--- src/rtl/isl_pkg.sv ---
// ----------------------------------------------------------------------------
// isl_pkg: shared types and constants
// Word layout, command codes and register indexes of the spectrum lookup.
// ----------------------------------------------------------------------------
package isl_pkg;

  localparam logic CMD_LOAD  = 1'b0;
  localparam logic CMD_QUERY = 1'b1;

  localparam logic REG_DISTANCE_AU   = 1'b0;
  localparam logic REG_TABLE_ENTRIES = 1'b1;

  localparam logic [31:0] DIST_ONE = 32'h0100_0000;
  localparam logic [31:0] SAT32    = 32'hFFFF_FFFF;

  typedef struct packed {
    logic        cmd;
    logic [9:0]  entry_index;
    logic [31:0] entry_wavelength;
    logic [31:0] entry_irradiance;
    logic [31:0] query_wavelength;
  } item_t;

endpackage

--- src/rtl/isl_if.sv ---
// ----------------------------------------------------------------------------
// isl_item_if, isl_result_if: valid/ready channels
// Input words and result words of the spectrum lookup.
// ----------------------------------------------------------------------------
interface isl_item_if;
  logic        valid;
  logic        ready;
  logic        cmd;
  logic [9:0]  entry_index;
  logic [31:0] entry_wavelength;
  logic [31:0] entry_irradiance;
  logic [31:0] query_wavelength;
  modport source(output valid, cmd, entry_index, entry_wavelength, entry_irradiance,
                 query_wavelength, input ready);
  modport sink(input valid, cmd, entry_index, entry_wavelength, entry_irradiance,
               query_wavelength, output ready);
endinterface


--- src/rtl/isl_front.sv ---
// ----------------------------------------------------------------------------
// isl_front: input queue
// Accepts words and holds them in a two-entry queue for the sequencer.
// ----------------------------------------------------------------------------
module isl_front
  import isl_pkg::*;
(
  input  logic       clk,
  input  logic       rst,
  isl_item_if.sink   items,
  output item_t      head,
  output logic       head_valid,
  input  logic       pop
);
  item_t      slot [2];
  logic       wr_ptr;
  logic       rd_ptr;
  logic [1:0] count;
  logic       push;
  logic       take;

  assign items.ready = (count != 2'd2);
  assign push        = items.valid && items.ready;
  assign head_valid  = (count != 2'd0);
  assign take        = pop && head_valid;
  assign head        = slot[rd_ptr];

  always_ff @(posedge clk) begin
    if (push) begin
      slot[wr_ptr] <= '{items.cmd, items.entry_index, items.entry_wavelength,
                        items.entry_irradiance, items.query_wavelength};
    end
  end

  always_ff @(posedge clk) begin
    if (rst) begin
      wr_ptr <= 1'b0;
      rd_ptr <= 1'b0;
      count  <= 2'd0;
    end else begin
      if (push) begin
        wr_ptr <= ~wr_ptr;
      end
      if (take) begin
        rd_ptr <= ~rd_ptr;
      end
      count <= count + {1'b0, push} - {1'b0, take};
    end
  end
endmodule

--- src/flat_wrapper.sv ---
// flat-port wrapper written by rule: the top's interface ports become plain ports
module isl_front_flat import isl_pkg::*;
  (clk, rst, head, head_valid, pop, items_valid, items_cmd, items_entry_index, items_entry_wavelength, items_entry_irradiance, items_query_wavelength, items_ready);
  isl_item_if items_i ();
  input  logic clk;
  input  logic rst;
  output item_t head;
  output logic head_valid;
  input  logic pop;
  input wire logic [$bits(items_i.valid)-1:0] items_valid;
  input wire logic [$bits(items_i.cmd)-1:0] items_cmd;
  input wire logic [$bits(items_i.entry_index)-1:0] items_entry_index;
  input wire logic [$bits(items_i.entry_wavelength)-1:0] items_entry_wavelength;
  input wire logic [$bits(items_i.entry_irradiance)-1:0] items_entry_irradiance;
  input wire logic [$bits(items_i.query_wavelength)-1:0] items_query_wavelength;
  output wire logic [$bits(items_i.ready)-1:0] items_ready;
  assign items_i.valid = items_valid;
  assign items_i.cmd = items_cmd;
  assign items_i.entry_index = items_entry_index;
  assign items_i.entry_wavelength = items_entry_wavelength;
  assign items_i.entry_irradiance = items_entry_irradiance;
  assign items_i.query_wavelength = items_query_wavelength;
  assign items_ready = items_i.ready;
  isl_front u_core (.clk(clk), .rst(rst), .items(items_i), .head(head), .head_valid(head_valid), .pop(pop));
endmodule
--- config.mk ---
export PLATFORM = sky130hd
export DESIGN_NAME = isl_front_flat
export DESIGN_NICKNAME = d
export VERILOG_FILES = /design/src/rtl/isl_pkg.sv /design/src/rtl/isl_if.sv /design/src/rtl/isl_front.sv /design/src/flat_wrapper.sv
export SDC_FILE = /design/constraint.sdc
export NUM_CORES = 1
export LEC_CHECK = 0
export BUFFER_PORTS_ARGS = -buffer_cell sky130_fd_sc_hd__buf_4
export CAP_MARGIN = 20
export CELL_PAD_IN_SITES_DETAIL_PLACEMENT = 2
export CELL_PAD_IN_SITES_GLOBAL_PLACEMENT = 2
export CORE_ASPECT_RATIO = 1.1
export CORE_UTILIZATION = 41
export CTS_CLUSTER_SIZE = 8
export DETAILED_ROUTE_END_ITERATION = 10
export GPL_TIMING_DRIVEN = 0
export PLACE_DENSITY = 0.94
export SETUP_SLACK_MARGIN = 0.2
export SYNTH_ARGS = -nofsm -noshare
export SYNTH_HDL_FRONTEND = slang
export SYNTH_SLANG_ARGS = --single-unit
--- constraint.sdc ---
create_clock -name clk -period 18.1 [get_ports clk]
set_input_delay 3.62 -clock clk [delete_from_list [all_inputs] [get_ports clk]]
set_output_delay 3.62 -clock clk [all_outputs]
set_load 0.02 [all_outputs]
# After elaboration in Yosys (flattened, before gate mapping)
# Memories as Yosys holds them, arrays and structs flattened. A register that Yosys moved wholly into a read port is not among the register bits.
# Cells that the tools add are included.
[totals]
register_bits = 4
latch_bits = 0
rom_bits = 0
inputBits = 111
out_inout_bits = 109
memories = 1
mem_bits_rw = 214
[classes]
shifts = 0
n_mul = 0
add_sub_neg = 2
n_reduce_logical = 3
div_mod_pow = 0
n_lt_le_gt_ge = 0
n_mux = 4
bitwise = 2
n_eq_ne = 1
[mem_list]
columns = ["name", "depth", "width", "rd", "rd_clocked_by_memory_dff", "wr", "line", "source"]
rows = [
  ["u_core.slot", 2, 107, 1, 1, 1, "isl_front.sv:15", "item_t slot [2];"],
]
[ops]
columns = ["cell", "n"]
rows = [
  ["$mux W1", 4],
  ["$add A2 B1 Y2", 1],
  ["$logic_and A1 B1 Y1", 2],
  ["$ne A2 B2 Y1 const B", 1],
  ["$not A1 Y1", 2],
  ["$reduce_bool A2 Y1", 1],
  ["$sub A2 B1 Y2", 1],
]

# Longest topological paths before layout
# Gate-level depths: netlist of run 1.
[logic_depth]
depth_word = 4
mapped_depth = 7

# Least setup slack after synthesis of run 1
# No wires, ideal clock.
[synth_timing]
kind = "input port to flip-flop"
from = "input items_valid"
to = "memory u_core.slot[0][0] (netlist name), enable pin"
setup_ns = 0.587
path_buffers = 0
path_stages = 2
arrival_time_ns = 8.499
setup_slack_ns = 9.014
cell_sequence = "and2_1 nor2b_1"
[synth_between]
elab_chain_cells = 3
[synth_lines]
columns = ["element", "line", "source"]
rows = [
  ["start, declared", "flat_wrapper.sv:10", "input wire logic [$bits(items_i.valid)-1:0] items_valid;"],
  ["$logic_and A1 B1 Y1", "isl_front.sv:23", "assign push = items.valid && items.ready;"],
  ["$mux W1", "isl_front.sv:29", "if (push) begin"],
  ["$mux W1 (implied by the code)", "isl_front.sv:30", "slot[wr_ptr] <= '{items.cmd, items.entry_index, items.entry_wavelength,"],
  ["end, declared", "isl_front.sv:15", ""],
]
# No other way between the ends.

==> results of run 1 <==
metrics by stage:
stage	cell area, um2	utilization, %	total power [mW]	setup slack [ns]	cells
floorplan	8070	-	0.979	9.01	360
global placement	10000	52.1	1.17	6.60	826
detailed placement	10100	52.7	1.20	12.78	830
CTS	11000	57.3	1.73	12.56	888
global route	11000	57.3	1.77	12.56	889
finish	11000	57.3	1.71	12.62	889
cell type report:
type / instances / area [um2]
Buffer: 12 / 91.3
Timing Repair Buffer: 223 / 1730
Sequential cell: 219 / 6530
Tap cell: 247 / 309
Clock inverter: 2 / 16.3
Fill cell: 1649 / 8220
Clock buffer: 56 / 870
Multi-Input combinational cell: 127 / 1460
Antenna cell: 1 / 2.50
Inverter: 2 / 7.51
report_power, final:
part | switching, mW | internal [mW] | total [mW]
registers | 0.0245 | 0.644 | 0.668
clock network | 0.203 | 0.319 | 0.522
logic | 0.276 | 0.239 | 0.515
cell usage in the layout (no fill, tap or decap), types with 2 or more instances in the layout:
| master | count |
|---|---|
| mux2_2 | 77 |
| edfxtp_1 | 214 |
| dfxtp_1 | 5 |
| nand2b_1 | 2 |
| nor2_1 | 4 |
| mux2_4 | 30 |
| ha_1 | 2 |
| buf_6 | 5 |
| buf_4 | 219 |
| buf_12 | 3 |
| clkbuf_16 | 31 |
| and2_1 | 2 |
| clkbuf_1 | 25 |
| buf_2 | 7 |
| inv_1 | 2 |
routing by layer:
layer / routed length (um) / track usage, % / vias up
met4: 468 / 6.97 / 0
met1: 7380 / 21.3 / 2163
met5: 0 / 0 / -
met3: 1470 / 5.50 / 39
li1: - / - / 1943
met2: 12000 / 40.7 / 166
worst max-delay path by stage:
stage,to,cells past startpoint
5_1_grt,head[97],5
3_5_place_dp,u_core.slot[0][98],4
2_1_floorplan,u_core.slot[0][0],2
3_3_place_gp,u_core.slot[0][88],3
6_report,head[97],5
4_1_cts,head[97],5
cells by family after synthesis:
family	after synthesis	share of synthesized area, %
flip-flops	219	80.8
AO/OA/AOI/OAI	2	0.155
adder cells (fa/ha/maj)	2	0.310
XOR/XNOR	2	0.217
multiplexers	107	16.3
AND/OR/NAND/NOR	14	0.930
buffers and inverters	14	1.22
flip-flops by register name (all words and copies together), names as in the netlist, named ones only:
name and count:
u_core.count 2, u_core.rd_ptr 1, u_core.wr_ptr 1, u_core.slot 214
worst max-delay path, delay by kind of cell, from the launching register on:
kind	cells	cell delay, ns
buffers and inverters	4	0.69
multiplexers	1	0.33
flip-flops	1	0.32
==> results_dict.tcl, run 1 <==
set metrics [dict create \
    status "finished clean" \
    synth_common_cells "edfxtp_1, mux2_2, mux2_4" \
    hp-start "u_core.rd_ptr" \
    root_buffer "clkbuf_16" \
    synth-async-reset-ratio_pct 0 \
    cts_hold_buffers 0 \
    syn_area_um2 8070 \
    yosysSeqAreaShare_pct 80.8 \
    fin_skew_ns 0.0152 \
    maxSlewViolCount 0 \
    numPortBuffers 219 \
    antenna_found_initial 1 \
    synth_area_leaders "edfxtp_1, mux2_2, mux2_4" \
    synth.top_cell.area_share_pct 79.6 \
    p_leak_nw 4.18 \
    dr.first_iter.drc_count 164 \
    ff2ff_path_depth 4 \
    rr_endpoint "u_core.slot[0][82]" \
    yosysTopAreaCell "edfxtp_1" \
    max_stage_delay_ns 0.33 \
    initial_core_util_pct 42.0 \
    maxCapViolations 0 \
    clock_latency_ns 0.54 \
    rsz0062_at_grt "no" \
    synthDistinctLibCells 20 \
    r2r-start "u_core.count[0]" \
    cts_tree "yes" \
    max_slew_margin_pct 40.5 \
    worst-setup-path-type "flop to output pin" \
    syn_nets 473 \
    powerDensity_nw_per_um2 155 \
    reg2reg_slack_ns 15.86 \
    synth_edf_count 214 \
    cts-resized-gates 0 \
    cts_setup_buffers 0 \
    wl_mm 21.3 \
    clock-sinks 219 \
    holdWs_ns 0.546 \
    core-area_um2 19200 \
    die_w_um 136 \
    rows 53 \
    worstPathArrival_ns 1.86 \
    syn_avg_cell_area_um2 22.4 \
    synth_cells 360 \
    pin_count 220 \
    finalHoldViolCount 0 \
    ys_warn_count 0 \
    dp_hpwl_mm 14.8 \
    ant_nets 0 \
    yosysMostFrequentCell "edfxtp_1" \
    fmax_mhz 182 \
    cts-htree-levels 1 \
    clk_pin_slew_worst_paths_ns 0.05 \
    ys_ff_latch 219 \
    areaGrowthSynthToFinish_pct 36.4 \
    cts_inserted_buffers 31 \
    crit_path_end_kind "output pin" \
    grt_usage_pct 21.0 \
    min_delay_path_depth 2 \
    path_cells "buf_6 -> buf_6 -> buf_6 -> mux2_4 -> buf_4" \
    grt_pass1_wl_mm 30.7 \
    fin_tns_setup_ns 0 \
    gp_congestion 0.726 \
    slowest_stage "mux2_4" \
    grt_max_degree 56 \
    ir_worst_vdd_mv 0.117 \
    drive_gt1_share_pct 59.0 \
    synthFlopType "edfxtp_1" \
    post-route-period-util_pct 30.3 \
    viasPerCell 4.85 \
    drc 0 \
    routedWlPerCell_um 24.0 \
    overflow 0 \
    drtPass1Iterations 4 \
    grt_pass1_vias 5019 \
    hp-class "flop to flop" \
    nets 729 \
    crit_path_start_kind "flop" \
    via_count 4311 \
    worstMarginPinSlew_ns 0.890 \
    setup_viol 0 \
    cpMostUsedCell "buf_6" \
    crit_fanout 10 \
    clk_path_buf_depth 3 \
    critical_path_required_ns 14.48 \
    fin_crit_ns 5.48 \
    die-area_um2 20300 \
    die_height_um 149 \
]
Power figures use the tool's default switching activity.
==> run 2: changes to the inputs <==
CORE_UTILIZATION = 34   (was 41)
PLACE_DENSITY = 0.85   (was 0.94)
clock period = 4.42 ns   (was 18.1 ns; I/O delays follow)
==> run 2 against run 1 <==
Combinational power rose to 4.0 times the previous value. Flip-flop and latch count did not move. Final area rose by 0.50%. Final cell count rose by 5.7%. Power rose to 4.1 times the previous value. Largest power group unchanged. Global-route usage fell by 5.3 points. Via count fell by 1.6%. Worst hold slack got worse by 0.012 ns. Clock skew fell by 0.0041 ns.
==> results_dict.tcl, run 2 (same netlist as run 1, synthesis figures left out) <==
set metrics [dict create \
    max_slew_margin_pct 47.2 \
    total_power_mw 6.91 \
    status "finished clean" \
    reg2reg_slack_ns 2.15 \
    numPortBuffers 219 \
    path_cells "buf_6 -> buf_6 -> buf_6 -> mux2_4 -> buf_4" \
    powerDensity_nw_per_um2 625 \
    setup_viol 0 \
    hp-class "flop to flop" \
    maxCapViolations 0 \
    top_layer "met4" \
    clock_latency_ns 0.52 \
    crit_fanout 10 \
    routedWlPerCell_um 20.5 \
    fin_skew_ns 0.0111 \
    nets 729 \
    fmax_mhz 363 \
    wl_met1_mm 7.05 \
    crit_path_end_kind "output pin" \
    rr_endpoint "u_core.slot[0][95]" \
    ff2ff_path_depth 5 \
    crit_path_end "head[90]" \
    post-route-period-util_pct 62.4 \
    grt_max_degree 56 \
    via_count 4240 \
    n_antenna_cell 0 \
    max_stage_delay_ns 0.32 \
    overflow 0 \
    clk_pin_slew_worst_paths_ns 0.05 \
    root_buffer "clkbuf_16" \
    ir_worst_vdd_mv 0.433 \
    cpMostUsedCell "buf_6" \
    cts_setup_buffers 0 \
    worstPathArrival_ns 1.87 \
    grt_pass1_vias 5029 \
    p_leak_nw 4.18 \
    drive_gt1_share_pct 58.9 \
    cts_tree "yes" \
    reg.largest.list "u_core.slot x214, u_core.count x2" \
    die-area_um2 24400 \
    mostFrequentLayoutCells "buf_4, edfxtp_1, mux2_2" \
    areaGrowthSynthToFinish_pct 37.1 \
    final_common_cell "buf_4" \
    initial_core_util_pct 35.0 \
    met3_wirelength_mm 1.33 \
    cts-htree-levels 1 \
    cts-resized-gates 0 \
    clock-sinks 219 \
    crit_cells 5 \
    fin_tns_setup_ns 0 \
    viasPerCell 4.51 \
    grt_pass1_wl_mm 28.9 \
    die_height_um 164 \
    crit_path_start_kind "flop" \
    ant_nets 0 \
    core-area_um2 23100 \
    cp_top_family "buffers and inverters" \
    cts_hold_buffers 0 \
    dp_hpwl_mm 13.3 \
    cts_inserted_buffers 31 \
    cp_num_buf_inv 4 \
    rsz0062_at_grt "no" \
    antenna_found_initial 0 \
    drtPass1Iterations 4 \
    grt_usage_pct 15.7 \
    critical_path_required_ns 3.54 \
    slowest_stage "dfxtp_1" \
    wl_mm 19.2 \
    worstMarginPinSlew_ns 0.793 \
    rows 58 \
    top_register "u_core.slot" \
    fin_crit_ns 2.76 \
    gp_congestion 0.720 \
    finalHoldViolCount 0 \
    worst-setup-path-type "flop to output pin" \
    maxSlewViolCount 0 \
    clk_path_buf_depth 3 \
    largest_reg_flops 214 \
    drc 0 \
    wl_met2_mm 10.6 \
    r2r-start "u_core.count[0]" \
    pin_count 220 \
    dr.first_iter.drc_count 135 \
    die_w_um 149 \
]
## run 2: cell count changes in the layout (fill, tap and decap cells not counted)
cell / change
diode_2: -1
inv_6: -1
## run 2: layout make-up
type / instances / area [um2]
clock buffer: 56 / 870
fill: 2138 / 12000
sequential: 219 / 6530
inverter: 2 / 7.51
buffer: 12 / 91.3
multi-input combinational: 127 / 1460
tap: 300 / 375
timing repair buffer: 223 / 1730
clock inverter: 1 / 7.51
## run 2: worst reg2reg max path, stage by stage (launching register included)
cell	delay (ns)
dfxtp_1	0.37
nand2b_1	0.22
and2_1	0.20
nor2b_4	0.60
buf_12	0.30
buf_12	0.24
## run 2: metal layers
layer | vias up | GRT usage, %
met5 | - | 0
met4 | 0 | 3.80
met3 | 28 | 4.50
met2 | 164 | 29.9
met1 | 2105 | 16.7
li1 | 1943 | -
## run 2: worst min path at each step
stage | slack (ns) | startpoint | cells after the start | end
finish | 0.53 | u_core.rd_ptr | 2 | u_core.rd_ptr
global placement | 0.50 | u_core.rd_ptr | 2 | u_core.rd_ptr
detailed placement | 0.54 | u_core.rd_ptr | 2 | u_core.rd_ptr
floorplan | 0.48 | u_core.rd_ptr | 2 | flop
CTS | 0.51 | items_query_wavelength[23] | 1 | u_core.slot[1][23]
global route | 0.51 | items_query_wavelength[23] | 1 | u_core.slot[1][23]
## run 2: through the flow
step	instance area (um2)	instances	utilization (%)	setup slack [ns]	hold slack, ns
2_1_floorplan	8080	360	-	0.534	0.481
3_3_place_gp	10100	879	43.8	-0.774	0.495
3_5_place_dp	10200	883	44.2	1.76	0.536
4_1_cts	11100	940	48.0	1.58	0.511
5_1_grt	11100	940	48.0	1.57	0.512
6_report	11100	940	48.0	1.66	0.533
## run 2: report_power, final
part | leakage [nW] | internal, mW | switching (mW)
registers | 2.04 | 2.63 | 0.0822
clock network | 0.412 | 1.30 | 0.816
logic | 1.73 | 0.976 | 1.10
